==> src/hw/rtl/cbs_pkg.sv <==
`timescale 1ns / 1ps
// cbs_pkg: widths, payload types and beat structures of the cubic Bezier sampler
// no dependencies; used by the interfaces and by every module of the block
package cbs_pkg;

   // fixed field widths
   localparam int COORD_W = 16;
   localparam int COEF_W  = 20;
   localparam int TPOW_W  = 16;
   localparam int TFRAC   = 16;
   localparam int POS_W   = 24;
   localparam int IDX_W   = 6;

   // coefficient times a power of t, both kept signed
   localparam int PROD_W  = COEF_W + TPOW_W + 1;

   typedef logic signed [COORD_W-1:0] coord_type;
   typedef logic signed [COEF_W-1:0]  coef_type;
   typedef logic        [TPOW_W-1:0]  tpow_type;
   typedef logic signed [POS_W-1:0]   pos_type;
   typedef logic        [IDX_W-1:0]   idx_type;

   localparam pos_type POS_MAX = {1'b0, {(POS_W-1){1'b1}}};
   localparam pos_type POS_MIN = {1'b1, {(POS_W-1){1'b0}}};

   // power-basis coefficients of one axis plus its start point
   typedef struct packed {
      coef_type  a;
      coef_type  b;
      coef_type  c;
      coord_type p0;
   } axis_coef_type;

   // index 0 is x, index 1 is y
   typedef axis_coef_type [1:0] curve_coef_type;

   typedef struct packed {
      idx_type index;
      logic    last;
   } sample_meta_type;

   // one sample job handed from the sequencer to the evaluator
   typedef struct packed {
      curve_coef_type  coef;
      tpow_type        t1;
      tpow_type        t2;
      tpow_type        t3;
      sample_meta_type meta;
   } issue_beat_type;

endpackage

==> src/hw/rtl/cbs_if.sv <==
`timescale 1ns / 1ps
// cbs_req_if and cbs_rsp_if: valid/ready channels of the cubic Bezier sampler
// depends on cbs_pkg for the field types
interface cbs_req_if;
   logic              valid;
   logic              ready;
   cbs_pkg::coord_type p0_x;
   cbs_pkg::coord_type p0_y;
   cbs_pkg::coord_type p1_x;
   cbs_pkg::coord_type p1_y;
   cbs_pkg::coord_type p2_x;
   cbs_pkg::coord_type p2_y;
   cbs_pkg::coord_type p3_x;
   cbs_pkg::coord_type p3_y;

   modport source (output valid, p0_x, p0_y, p1_x, p1_y, p2_x, p2_y, p3_x, p3_y,
                   input ready);
   modport sink   (input valid, p0_x, p0_y, p1_x, p1_y, p2_x, p2_y, p3_x, p3_y,
                   output ready);
endinterface


==> src/hw/rtl/cbs_issue.sv <==
`timescale 1ns / 1ps
// cbs_issue: coefficient setup, sample sequencer and powers-of-t table
// depends on cbs_pkg and cbs_req_if; feeds cbs_eval with one beat per sample
module cbs_issue #(
   parameter int SAMPLES = 18
) (
   input  logic                    clock,
   input  logic                    reset,
   cbs_req_if.sink                 req_ch,
   output logic                    beat_valid,
   output cbs_pkg::issue_beat_type beat,
   input  logic                    beat_ready
);
   import cbs_pkg::*;

   localparam int CNT_W     = (SAMPLES > 1) ? $clog2(SAMPLES) : 1;
   localparam int TAB_DEPTH = 1 << CNT_W;

   // powers of t, one entry per sample, padding entries unused
   tpow_type t1_tab [TAB_DEPTH];
   tpow_type t2_tab [TAB_DEPTH];
   tpow_type t3_tab [TAB_DEPTH];

   for (genvar g = 0; g < TAB_DEPTH; g++) begin : g_tpow
      if (g < SAMPLES) begin : g_live
         localparam longint unsigned NUM  = g + 1;
         localparam longint unsigned DEN  = SAMPLES + 1;
         localparam longint unsigned ONE  = 64'd1 << TFRAC;
         localparam longint unsigned V1   = (NUM * ONE + DEN / 2) / DEN;
         localparam longint unsigned V2   =
            (NUM * NUM * ONE + (DEN * DEN) / 2) / (DEN * DEN);
         localparam longint unsigned V3   =
            (NUM * NUM * NUM * ONE + (DEN * DEN * DEN) / 2) / (DEN * DEN * DEN);
         assign t1_tab[g] = TPOW_W'(V1);
         assign t2_tab[g] = TPOW_W'(V2);
         assign t3_tab[g] = TPOW_W'(V3);
      end else begin : g_pad
         assign t1_tab[g] = '0;
         assign t2_tab[g] = '0;
         assign t3_tab[g] = '0;
      end
   end

   // c = 3(p1-p0), b = 3(p2-p1) - c, a = (p3-p0) - 3(p2-p1)
   function automatic axis_coef_type make_axis(input coord_type p0, input coord_type p1,
                                               input coord_type p2, input coord_type p3);
      coef_type      d10;
      coef_type      d21;
      coef_type      d30;
      coef_type      c3;
      coef_type      t3;
      axis_coef_type r;
      d10  = COEF_W'(p1) - COEF_W'(p0);
      d21  = COEF_W'(p2) - COEF_W'(p1);
      d30  = COEF_W'(p3) - COEF_W'(p0);
      c3   = d10 + (d10 <<< 1);
      t3   = d21 + (d21 <<< 1);
      r.c  = c3;
      r.b  = t3 - c3;
      r.a  = d30 - t3;
      r.p0 = p0;
      return r;
   endfunction

   logic            busy_ff, busy_in;
   logic [CNT_W-1:0] cnt_ff, cnt_in;
   curve_coef_type  coef_ff, coef_in;
   logic            s1_v_ff, s1_v_in;
   issue_beat_type  s1_ff, s1_in;
   logic            s1_adv;
   logic            cnt_last;
   logic            req_take;
   curve_coef_type  new_coef;

   // handshake and coefficients of the incoming curve
   always_comb begin
      s1_adv       = !s1_v_ff || beat_ready;
      cnt_last     = (cnt_ff == CNT_W'(SAMPLES - 1));
      req_ch.ready = !busy_ff || (s1_adv && cnt_last);
      req_take     = req_ch.valid && req_ch.ready;
      new_coef[0]  = make_axis(req_ch.p0_x, req_ch.p1_x, req_ch.p2_x, req_ch.p3_x);
      new_coef[1]  = make_axis(req_ch.p0_y, req_ch.p1_y, req_ch.p2_y, req_ch.p3_y);
   end

   // sequencer: one sample per cycle while a curve is loaded and beat_ready allows
   always_comb begin
      busy_in = busy_ff;
      cnt_in  = cnt_ff;
      coef_in = coef_ff;
      s1_v_in = s1_v_ff;
      s1_in   = s1_ff;
      if (s1_adv) begin
         s1_v_in = busy_ff;
         if (busy_ff) begin
            s1_in.coef       = coef_ff;
            s1_in.t1         = t1_tab[cnt_ff];
            s1_in.t2         = t2_tab[cnt_ff];
            s1_in.t3         = t3_tab[cnt_ff];
            s1_in.meta.index = IDX_W'(cnt_ff);
            s1_in.meta.last  = cnt_last;
            if (cnt_last) begin
               busy_in = 1'b0;
               cnt_in  = '0;
            end else begin
               cnt_in = cnt_ff + CNT_W'(1);
            end
         end
      end
      // a new curve may load in the cycle its predecessor issues its final sample
      if (req_take) begin
         coef_in = new_coef;
         busy_in = 1'b1;
         cnt_in  = '0;
      end
   end

   always_ff @(posedge clock) begin
      if (reset) begin
         busy_ff <= 1'b0;
         cnt_ff  <= '0;
         coef_ff <= '0;
         s1_v_ff <= 1'b0;
      end else begin
         busy_ff <= busy_in;
         cnt_ff  <= cnt_in;
         coef_ff <= coef_in;
         s1_v_ff <= s1_v_in;
      end
   end

   always_ff @(posedge clock) begin
      s1_ff <= s1_in;
   end

   assign beat_valid = s1_v_ff;
   assign beat       = s1_ff;

   // a loaded curve always starts at its first sample
   a_load_start: assert property (@(posedge clock) disable iff (reset)
      req_take |=> busy_ff && (cnt_ff == '0))
      else $error("curve load did not restart the sequencer");

   // the final-sample flag sits on the last index only
   a_last_index: assert property (@(posedge clock) disable iff (reset)
      (s1_v_ff && s1_ff.meta.last) |-> (s1_ff.meta.index == IDX_W'(SAMPLES - 1)))
      else $error("last flag on a wrong sample index");

   // the sequencer only goes idle right after issuing the final sample
   a_idle_after_last: assert property (@(posedge clock) disable iff (reset)
      (!$past(reset) && $fell(busy_ff)) |-> $past(cnt_last && s1_adv))
      else $error("sequencer stopped before the final sample");

endmodule

==> src/flat_wrapper.sv <==
// flat-port wrapper written by rule: the top's interface ports become plain ports
module cbs_issue_flat import cbs_pkg::*;
#(
   parameter int SAMPLES = 18
)
  (clock, reset, beat_valid, beat, beat_ready, req_ch_valid, req_ch_p0_x, req_ch_p0_y, req_ch_p1_x, req_ch_p1_y, req_ch_p2_x, req_ch_p2_y, req_ch_p3_x, req_ch_p3_y, req_ch_ready);
  cbs_req_if req_ch_i ();
  input  logic clock;
  input  logic reset;
  output logic beat_valid;
  output cbs_pkg::issue_beat_type beat;
  input  logic beat_ready;
  input wire logic [$bits(req_ch_i.valid)-1:0] req_ch_valid;
  input wire logic [$bits(req_ch_i.p0_x)-1:0] req_ch_p0_x;
  input wire logic [$bits(req_ch_i.p0_y)-1:0] req_ch_p0_y;
  input wire logic [$bits(req_ch_i.p1_x)-1:0] req_ch_p1_x;
  input wire logic [$bits(req_ch_i.p1_y)-1:0] req_ch_p1_y;
  input wire logic [$bits(req_ch_i.p2_x)-1:0] req_ch_p2_x;
  input wire logic [$bits(req_ch_i.p2_y)-1:0] req_ch_p2_y;
  input wire logic [$bits(req_ch_i.p3_x)-1:0] req_ch_p3_x;
  input wire logic [$bits(req_ch_i.p3_y)-1:0] req_ch_p3_y;
  output wire logic [$bits(req_ch_i.ready)-1:0] req_ch_ready;
  assign req_ch_i.valid = req_ch_valid;
  assign req_ch_i.p0_x = req_ch_p0_x;
  assign req_ch_i.p0_y = req_ch_p0_y;
  assign req_ch_i.p1_x = req_ch_p1_x;
  assign req_ch_i.p1_y = req_ch_p1_y;
  assign req_ch_i.p2_x = req_ch_p2_x;
  assign req_ch_i.p2_y = req_ch_p2_y;
  assign req_ch_i.p3_x = req_ch_p3_x;
  assign req_ch_i.p3_y = req_ch_p3_y;
  assign req_ch_ready = req_ch_i.ready;
  cbs_issue #(.SAMPLES(SAMPLES)) u_core (.clock(clock), .reset(reset), .req_ch(req_ch_i), .beat_valid(beat_valid), .beat(beat), .beat_ready(beat_ready));
endmodule
==> config.mk <==
export PLATFORM = sky130hd
export DESIGN_NAME = cbs_issue_flat
export DESIGN_NICKNAME = d
export VERILOG_FILES = /design/src/hw/rtl/cbs_pkg.sv /design/src/hw/rtl/cbs_if.sv /design/src/hw/rtl/cbs_issue.sv /design/src/flat_wrapper.sv
export SDC_FILE = /design/constraint.sdc
export NUM_CORES = 1
export LEC_CHECK = 0
export BUFFER_PORTS_ARGS = -buffer_cell sky130_fd_sc_hd__buf_2
export CORE_MARGIN = 2
export CORE_UTILIZATION = 59
export DETAILED_ROUTE_END_ITERATION = 10
export PLACE_DENSITY = 0.82
export SLEW_MARGIN = 20
export SYNTH_ARGS = -nofsm -noshare
export SYNTH_HDL_FRONTEND = slang
export SYNTH_SLANG_ARGS = --single-unit
==> constraint.sdc <==
create_clock -name clock -period 7.6 [get_ports clock]
set_clock_uncertainty 0.15 [all_clocks]
set_input_delay 0.76 -clock clock [delete_from_list [all_inputs] [get_ports clock]]
set_output_delay 0.76 -clock clock [all_outputs]
set_load 0.05 [all_outputs]
==> metrics.txt <==
status=complete, no violations; H-tree Lvls=2; Max transition margin=0.3403; # rows=73; die width=a little over 200 um; fin crit share=0.8676; MaxCap Viol Count=0; global-route wire length before repair=between 90 and 100 mm; drt drc=0; Max Clock Freq=about 150 MHz; TritonCTS buffer count=39; Final Max Tran Viols=0; M3 GR Usage=0.06056; crit-path max FO=4; worst skew pair latency=roughly 570 ps; unrepaired setup endpoints after global routing=false; multiplexer share of the synthesized area=0.008877; Post-synth top cells=254 x a21oi_1, 251 x nand2_1, 235 x ha_1; post-synth top area cell=edfxtp_1; post_cts resized=0; CP delay by family, top=compound AO/OA/AOI/OAI gates; Synth Register Bits=361; synth warn=0; largest net degree at the start of global routing=approximately 160; register area=9269 sq um; Final Hold Fails=0; Sink Count=approximately 360; top cell type's share of synthesized area=0.2602; share of layout cells above drive strength 1=0.1597; CTS tree=built; fillers=approximately 3,200; WL/cell=18.27 um; via count=approximately 20,000; CP Capture Type=flip-flop; Post-DP HPWL=46.75 mm; post-synthesis compound-gate area fraction=0.1995; CP max stage cell=a211oi_1; GR Util met1=0.3875; Initial Util=0.5952; Crit Path Class=input pin to flip-flop; ranking of synthesized cells by area=edfxtp_1 26%, dfxtp_1 13%, ha_1 12%; Static Leak=around 12 nW; CP max stage delay=about 510 ps; initial antenna violation count=0; Post-synth EDFFs=a little over 200; total gr overflow=0; Root Buffer=clkbuf_16; largest family of logic cells by synthesized area=compound AO/OA/AOI/OAI gates; Least-Margin Pin Slew=974.2 ps; M2 GR Usage=0.4982; CP Launch Type=input pin; simple-gate area share of the yosys netlist=0.1462; # setup viols final=0; WL final=approximately 63 mm; Ant. Diodes=0; Placed Cells incl. Taps=3,359; Synthesized Nets=2,953; Mapped Area=around 24,000 sq um; Adder-Cell Fraction of Synth Area=0.1377; IO buf count=~340; worst endpoint required time=7930 ps; CP dominant cell by count=ha_1; CP arrival=around 7000 ps; die area=slightly above 40,000 sq um; Setup Buffers After CTS=0; Seq/Total Area, Yosys=0.3938; GRT Overall Usage=0.2966; Avg Inst Size Synth=slightly above 9 sq um; Peak VDD IR=~310 uV; Buf/Inv on CP=3; hold buffer count at CTS=0; top-count cell post-synth=a21oi_1; clk slew on worst S/H paths=about 60 ps; Routed Antenna Nets=0; Final Worst Setup Slack=between 1000 and 1500 ps; cells along the critical path=buf_2 -> inv_1 -> ha_1 -> fa_1 -> inv_1 -> ha_1 -> fa_1 -> a21o_1 -> a21oi_1 -> o21bai_1 -> a21oi_1 -> nor2_1 -> a211oi_1 -> xnor2_1 -> ha_1 -> and2_1 -> a221o_1 -> a222oi_1 -> nor3_1 -> a2111oi_0 -> nor2_1 -> a221o_1 -> a2111o_1 -> o211ai_1; boundary pin count=341; Synth async-reset ratio=0; Longest Clk Path Bufs=3; nets=around 3,300; Layout Area Growth over Synthesis=14.42%; busiest layer in global routing=met2; Unique masters post-synth=101; Multi-input gate area=about 13,000 sq um; Place WS=486.9 ps; Fin Setup TNS=0 ps; die height=between 200 and 250 um; DR vias/cell=~6; Finished Layout Cells=3,431; PD cells=just under 400 nW/um^2; Synth Instances=between 2,000 and 3,000; DR pass1 iterations=5; min-delay worst type=flip-flop to flip-flop; Starting DRT DRC Count=about 1,300; commonest register cell after synthesis=edfxtp_1; core box area=39,550 sq um; vias in the first global route=19,310; XOR/XNOR share of the synthesized area=0.06713; GP Congestion=about 0.95; Final Critical Period=around 6600 ps
where the power goes:
group	total, mW	internal, mW	switching, mW
Clock	1.88	1.07	0.806
Combinational	5.98	2.35	3.64
Sequential	2.57	2.42	0.148
area by class of cell:
class,instances,area share
inverters,204,0.02871
clock inverters,20,0.004739
flip-flops and latches,361,0.3442
well taps,525,0.02439
repair buffers,347,0.06592
clock buffers,52,0.04260
multi-input cells,1922,0.4895
state kept, by name, summed over array words and instances (netlist names):
name               flops
u_core.beat          204
u_core.beat_valid      1
u_core.busy_ff         1
u_core.cnt_ff          5
u_core.coef_ff       150
cells by family after synthesis:
logic type,Yosys count
AO/OA/AOI/OAI,732
multiplexers,18
adder cells (fa/ha/maj),251
XOR/XNOR,172
AND/OR/NAND/NOR,748
buffers and inverters,289
other,1
flip-flops,361
path summary, 6_finish.rpt:
path	start	endpoint	slack, ps	depth (start not counted)
max	req_ch_p1_y[0]	u_core.coef_ff[128]$_SDFFE_PP0P_	1010	24
min	u_core.coef_ff[99]$_SDFFE_PP0P_	u_core.beat[154]$_DFFE_PP_	270	0
max reg2reg	u_core.cnt_ff[1]$_SDFFE_PP0P_	u_core.coef_ff[55]$_SDFFE_PP0P_	2690	8
min reg2reg	u_core.coef_ff[99]$_SDFFE_PP0P_	u_core.beat[154]$_DFFE_PP_	270	0
layer usage:
metal / vias up / wire (um)
li1: 9843 / -
met1: 9517 / 27100
met2: 671 / 29540
met3: 110 / 4416
met4: 0 / 1638
met5: - / 0
through the flow:
stage | area, sq um | util | hold WS (ps) | power (mW)
2_1_floorplan | 23540 | - | 250.0 | 7.158
3_3_place_gp | 25650 | 0.6486 | 259.7 | 8.270
3_5_place_dp | 25650 | 0.6486 | 263.1 | 8.457
4_1_cts | 26930 | 0.6809 | 273.1 | 10.37
5_1_grt | 26930 | 0.6810 | 279.9 | 11.12
6_report | 26930 | 0.6810 | 274.9 | 10.42
placed cells by master, fill, tap and decap left out, drive strengths merged, types with 17 or more instances in the layout:
cell type,Yosys,routed
xor2,50,50
nand2b,33,33
o21bai,21,21
xnor2,118,118
o21a,35,35
o21ai,145,145
nand2,251,251
inv,203,207
or3,24,24
nand3,24,24
clkbuf,78,52
dfxtp,157,157
a21o,50,50
or2,17,17
nor3,68,68
ha,235,235
a21boi,23,23
buf,7,347
a211oi,44,44
a31oi,22,22
edfxtp,204,204
nor2,221,221
a21oi,254,254
nor2b,44,44
Note: power is estimated with default switching activity, not from simulation.
